## config.mk

```make
export PLATFORM = sky130hd
export DESIGN_NAME = bgre_ctrl
export DESIGN_NICKNAME = d
export VERILOG_FILES = /design/src/design/assert_macros.svh /design/src/design/bgre_pkg.sv /design/src/design/bgre_ctrl.sv
export SDC_FILE = /design/constraint.sdc
export NUM_CORES = 1
export LEC_CHECK = 0
export BUFFER_PORTS_ARGS = -buffer_cell sky130_fd_sc_hd__buf_4
export CORE_AREA = 2 2 39 41
export DETAILED_ROUTE_END_ITERATION = 12
export DIE_AREA = 0 0 41 43
export GPL_ROUTABILITY_DRIVEN = 0
export SKIP_LAST_GASP = 1
export SLEW_MARGIN = 20
export SYNTH_ARGS = -nofsm -noshare
export SYNTH_HDL_FRONTEND = slang
export SYNTH_SLANG_ARGS = --single-unit
```

## constraint.sdc

```tcl
create_clock -name clk -period 1.7 [get_ports clk]
set_clock_uncertainty 0.05 [all_clocks]
set_input_delay 0.51 -clock clk [delete_from_list [all_inputs] [get_ports clk]]
set_output_delay 0.51 -clock clk [all_outputs]
set_load 0.05 [all_outputs]
```

## src/design/assert_macros.svh

```systemverilog
// Assertion macros used by the top level of the row elimination block.
`ifndef ASSERT_MACROS_SVH
`define ASSERT_MACROS_SVH
// Same-cycle implication, checked on clk, off during reset.
`define BGRE_ASSERT_IMP(label, ante, cons) \
    label: assert property (@(posedge clk) disable iff (!rst_n) (ante) |-> (cons)) \
        else $error("assertion failed");
// Next-cycle implication, checked on clk, off during reset.
`define BGRE_ASSERT_NXT(label, ante, cons) \
    label: assert property (@(posedge clk) disable iff (!rst_n) (ante) |=> (cons)) \
        else $error("assertion failed");
`endif

```

## src/design/bgre_pkg.sv

```systemverilog
// Package with types and constants of the banded GF(2) row elimination block.
`timescale 1ns / 1ps
`default_nettype none
package bgre_pkg;
    localparam logic [63:0] GOLDEN           = 64'h9e3779b97f4a7c13;
    localparam logic [31:0] FRONT_SKIP       = 32'd64;
    localparam logic [31:0] BAND_WIDTH       = 32'd128;
    localparam logic [31:0] SLOT_COUNT_RESET = 32'd1024;
    localparam int          LIVE_WINDOW_DEF  = 128;
    localparam logic        ADDR_SLOT_COUNT  = 1'b0;
    localparam int          ROW_W            = 128;
    localparam int          ENTRY_W          = 192;

    typedef enum logic [3:0] {
        ST_IDLE,
        ST_START,
        ST_CLAMP,
        ST_MUL,
        ST_MIX,
        ST_RET_RD,
        ST_RET_CHK,
        ST_ELIM,
        ST_TZ,
        ST_STORE,
        ST_OUT
    } bgre_state_t;

    typedef struct packed {
        logic load;
        logic start;
        logic clamp;
        logic mul;
        logic mix;
        logic ret_rd;
        logic ret_chk;
        logic elim;
        logic tz;
        logic store;
        logic out_load;
    } bgre_cmd_t;

    typedef struct packed {
        logic mul_done;
        logic live_zero;
        logic ret_hit;
        logic elim_done;
        logic row_zero;
        logic byte_hit;
        logic out_free;
    } bgre_stat_t;
endpackage
`default_nettype wire

```

## src/design/bgre_ctrl.sv

```systemverilog
// Controller state machine that sequences one hash through the datapath.
`timescale 1ns / 1ps
`default_nettype none
module bgre_ctrl (
    input  wire logic                clk,
    input  wire logic                rst_n,
    input  wire logic                in_valid,
    output logic                     in_ready,
    input  wire bgre_pkg::bgre_stat_t stat,
    output bgre_pkg::bgre_cmd_t      cmd
);
    import bgre_pkg::*;

    bgre_state_t state_reg, state_next;

    // Hold the state
    always_ff @(posedge clk or negedge rst_n)
    begin
        if (!rst_n)
        begin
            state_reg <= ST_IDLE;
        end
        else
        begin
            state_reg <= state_next;
        end
    end

    // Advance through the phases and issue commands
    always_comb
    begin
        state_next = state_reg;
        cmd        = '0;
        in_ready   = 1'b0;
        case (state_reg)
            ST_IDLE:
            begin
                in_ready = 1'b1;
                if (in_valid)
                begin
                    cmd.load   = 1'b1;
                    state_next = ST_START;
                end
            end
            ST_START:
            begin
                cmd.start  = 1'b1;
                state_next = ST_CLAMP;
            end
            ST_CLAMP:
            begin
                cmd.clamp  = 1'b1;
                state_next = ST_MUL;
            end
            ST_MUL:
            begin
                if (stat.mul_done)
                begin
                    state_next = ST_MIX;
                end
                else
                begin
                    cmd.mul = 1'b1;
                end
            end
            ST_MIX:
            begin
                cmd.mix    = 1'b1;
                state_next = ST_RET_RD;
            end
            ST_RET_RD:
            begin
                if (stat.live_zero)
                begin
                    state_next = ST_ELIM;
                end
                else
                begin
                    cmd.ret_rd = 1'b1;
                    state_next = ST_RET_CHK;
                end
            end
            ST_RET_CHK:
            begin
                cmd.ret_chk = 1'b1;
                state_next  = stat.ret_hit ? ST_RET_RD : ST_ELIM;
            end
            ST_ELIM:
            begin
                if (stat.elim_done)
                begin
                    state_next = ST_TZ;
                end
                else
                begin
                    cmd.elim = 1'b1;
                end
            end
            ST_TZ:
            begin
                cmd.tz = 1'b1;
                if (stat.row_zero || stat.byte_hit)
                begin
                    state_next = ST_STORE;
                end
            end
            ST_STORE:
            begin
                cmd.store  = 1'b1;
                state_next = ST_OUT;
            end
            ST_OUT:
            begin
                if (stat.out_free)
                begin
                    cmd.out_load = 1'b1;
                    state_next   = ST_IDLE;
                end
            end
            default:
            begin
                state_next = ST_IDLE;
            end
        endcase
    end
endmodule
`default_nettype wire

```

==> impl_metrics.yaml <==
sta:
  drv_slew: 0
  layout_min_cycle_time_ns: 1.90
  worstMarginPinSlew_ns: 0.311
  fmax_mhz: 527
  hold_viol: 0
  fin_crit_sh_pct: 112
  rsz0062_at_grt: "true"
  whs_ns: 0.0153
  setup_ws_ns: -0.196
  slew-limit-headroom_pct: 79.1
  finalSetupViolCount: 12
place:
  hpwl_um: 962
  pre_cts_ws_ns: -0.0356
  place.port_buffers: 21
  postPlaceCellArea_um2: 772
status:
  violations: "setup timing"
  status: "complete, but fails checks"
critical_path:
  crit_path_start_kind: "register"
  worstPathRequired_ns: 1.14
  critPathKind: "register to output port"
  worst-path-max-fanout: 6
  rr_worst_depth: 6
  startpoint: "state_reg[3]"
  r2r_start: "state_reg[0]"
  critical_path_arrival_ns: 1.34
  crit_path_end_kind: "output port"
logic_synthesis:
  synthesis.area_um2: 410
  ys_top_cells_by_area: "dfrtp_1 (24%), buf_6 (11%), nor3_1 (8.5%), a2111oi_4 (6.7%), nor2_1 (4.6%)"
  yosysTopAreaCellShare_pct: 24.4
  avgSynthCellArea_um2: 8.55
  yosys-top-cells-count: "nor3_1 (7), nor2_1 (5), buf_6 (4), dfrtp_1 (4), inv_1 (3)"
  synthesis.nets: 58
  async_flop_share_pct: 100
  synth_seq_cells: 4
  synth_flop_cell: "dfrtp_1"
  seq_area_frac_synth_pct: 24.4
  synth_most_common_cell: "nor3_1"
  synth.distinct_cells: 26
  yosysTopAreaCell: "dfrtp_1"
  yosys_warnings: 0
  syn_inst: 48
  synth-edff-count: 0
clocking:
  clk_path_buf_depth: 2
  clkSlewWorstSetupHoldPaths_ns: 0.04
  cts_tree: "built"
  numClockSinks: 4
  htree_levels: 1
  root_buffer: "clkbuf_4"
  clkLatencyLatePin_ns: 0.23
  cts_buffers: 3
  ctsHoldBuffers: 0
min_path:
  hp-class: "input port to asynchronous set/reset pin"
global_routing:
  grt_start_max_net_pins: 9
  globalRouteTotalUtil_pct: 16.7
  grt_pass1_wl_mm: 2.04
  grt.overflow.total: 0
  grt_pass1_vias: 473
  antenna_found_initial: 0
pwr:
  power.total_mw: 1.85
  ir_drop_uv: 875
  p_leak_nw: 0.421
  powerDensity_mw_per_mm2: 1940
routing:
  wl_per_cell_um: 13.1
  dr.pass1.iters: 4
  drcViolationCount: 0
  totalWireLength_mm: 1.39
  routed_via_density: 4.94
  vias: 524
  final_antenna_net_count: 0
  dr.first_iter.drc_count: 10
floorplan:
  placementRows: 14
  die_w_um: 41
  die_area_mm2: 0.00176
  start_util_pct: 29.7
  num_io_pins: 22
  die_y_um: 43
  core-area_mm2: 0.00138
final_layout:
  areaGrowthSynthToFinish_pct: 132
  multi_input_area_um2: 399
  diodes: 0
  drive_above_1_share_pct: 80.0
  finalInstanceArea_um2: 952
  final_nets: 102
  largest_register_ffs: 4
  utilization_pct: 68.8
  fill_cells: 113
  seqCellArea_um2: 105
run:
  cap_violations: 0
cells by family after synthesis:
| kind of cell | synth area share [%] |
|---|---|
| and+or+nand+nor | 34.5 |
| AOI/OAI and AO/OA | 27.4 |
| buffers and inverters | 13.7 |
| DFF | 24.4 |
final timing paths:
path | end | slack, ns
worst max-delay path | cmd[10] | -0.20
worst min-delay path | state_reg[0] | 0.02
worst max register to register | state_reg[3] | 0.10
worst min register to register | state_reg[2] | 0.70
max in group asynchronous | state_reg[1] | 1.48
min in group clk | state_reg[3] | 0.46
layout by cell type (no fill, tap or decap):
cell / count
a31oi_1: 2
nand2_4: 1
nand2_1: 1
nand2b_1: 1
and2_2: 1
or2b_4: 1
a21o_1: 1
o32ai_1: 1
nand2_2: 1
nand2b_4: 2
nor3_1: 1
dfrtp_2: 4
inv_1: 2
and3b_1: 1
a21oi_1: 1
nor2_4: 2
a211o_1: 1
and2_4: 1
clkbuf_4: 3
buf_8: 2
o22ai_1: 1
nor2_1: 3
buf_6: 15
nor4_4: 2
inv_2: 1
buf_4: 26
a31o_1: 1
a311oi_1: 1
o21ai_2: 1
a2111oi_4: 1
o22a_2: 1
nor3_4: 7
layer usage:
| layer | GRT usage [%] | vias to the layer above | routed length (µm) |
|---|---|---|---|
| met1 | 23.1 | 248 | 577 |
| met2 | 25.9 | 13 | 772 |
| li1 | - | 263 | - |
| met3 | 1.57 | 0 | 39 |
| met5 | 0 | - | 0 |
| met4 | 6.00 | 0 | 0 |
worst max-delay path, stage by stage (launching register included):
cell and delay (ns):
dfrtp_2 0.48, nor4_4 0.30, and2_4 0.19, buf_8 0.14
through the flow:
stage	setup TNS (ns)	cells
after floorplan	-1.69	48
after global placement	-0.00768	96
after detailed placement	-0.0577	96
after CTS	-1.75	102
after global routing	-2.22	106
final	-1.66	106
what timing repair did:
action	4_1_cts	5_1_grt
cloned	0	0
endpoints found under the setup margin	12	13
gates resized for setup	22	6
pin swaps	0	1
buffers inserted	3	5
area by class of cell:
| cell class | instances | area share [%] |
|---|---|---|
| Clock buffer | 3 | 2.37 |
| Inverter | 3 | 1.18 |
| Multi-Input combinational cell | 37 | 41.9 |
| Sequential cell | 4 | 11.0 |
| Tap cell | 16 | 2.10 |
| Timing Repair Buffer | 43 | 41.4 |
power breakdown:
group / internal [mW] / total [mW] / switching, mW
Sequential: 0.149 / 0.247 / 0.0978
Combinational: 0.703 / 1.49 / 0.784
Clock: 0.0788 / 0.114 / 0.0356
Total: 0.931 / 1.85 / 0.918
Note: power is estimated with default switching activity, not from simulation.
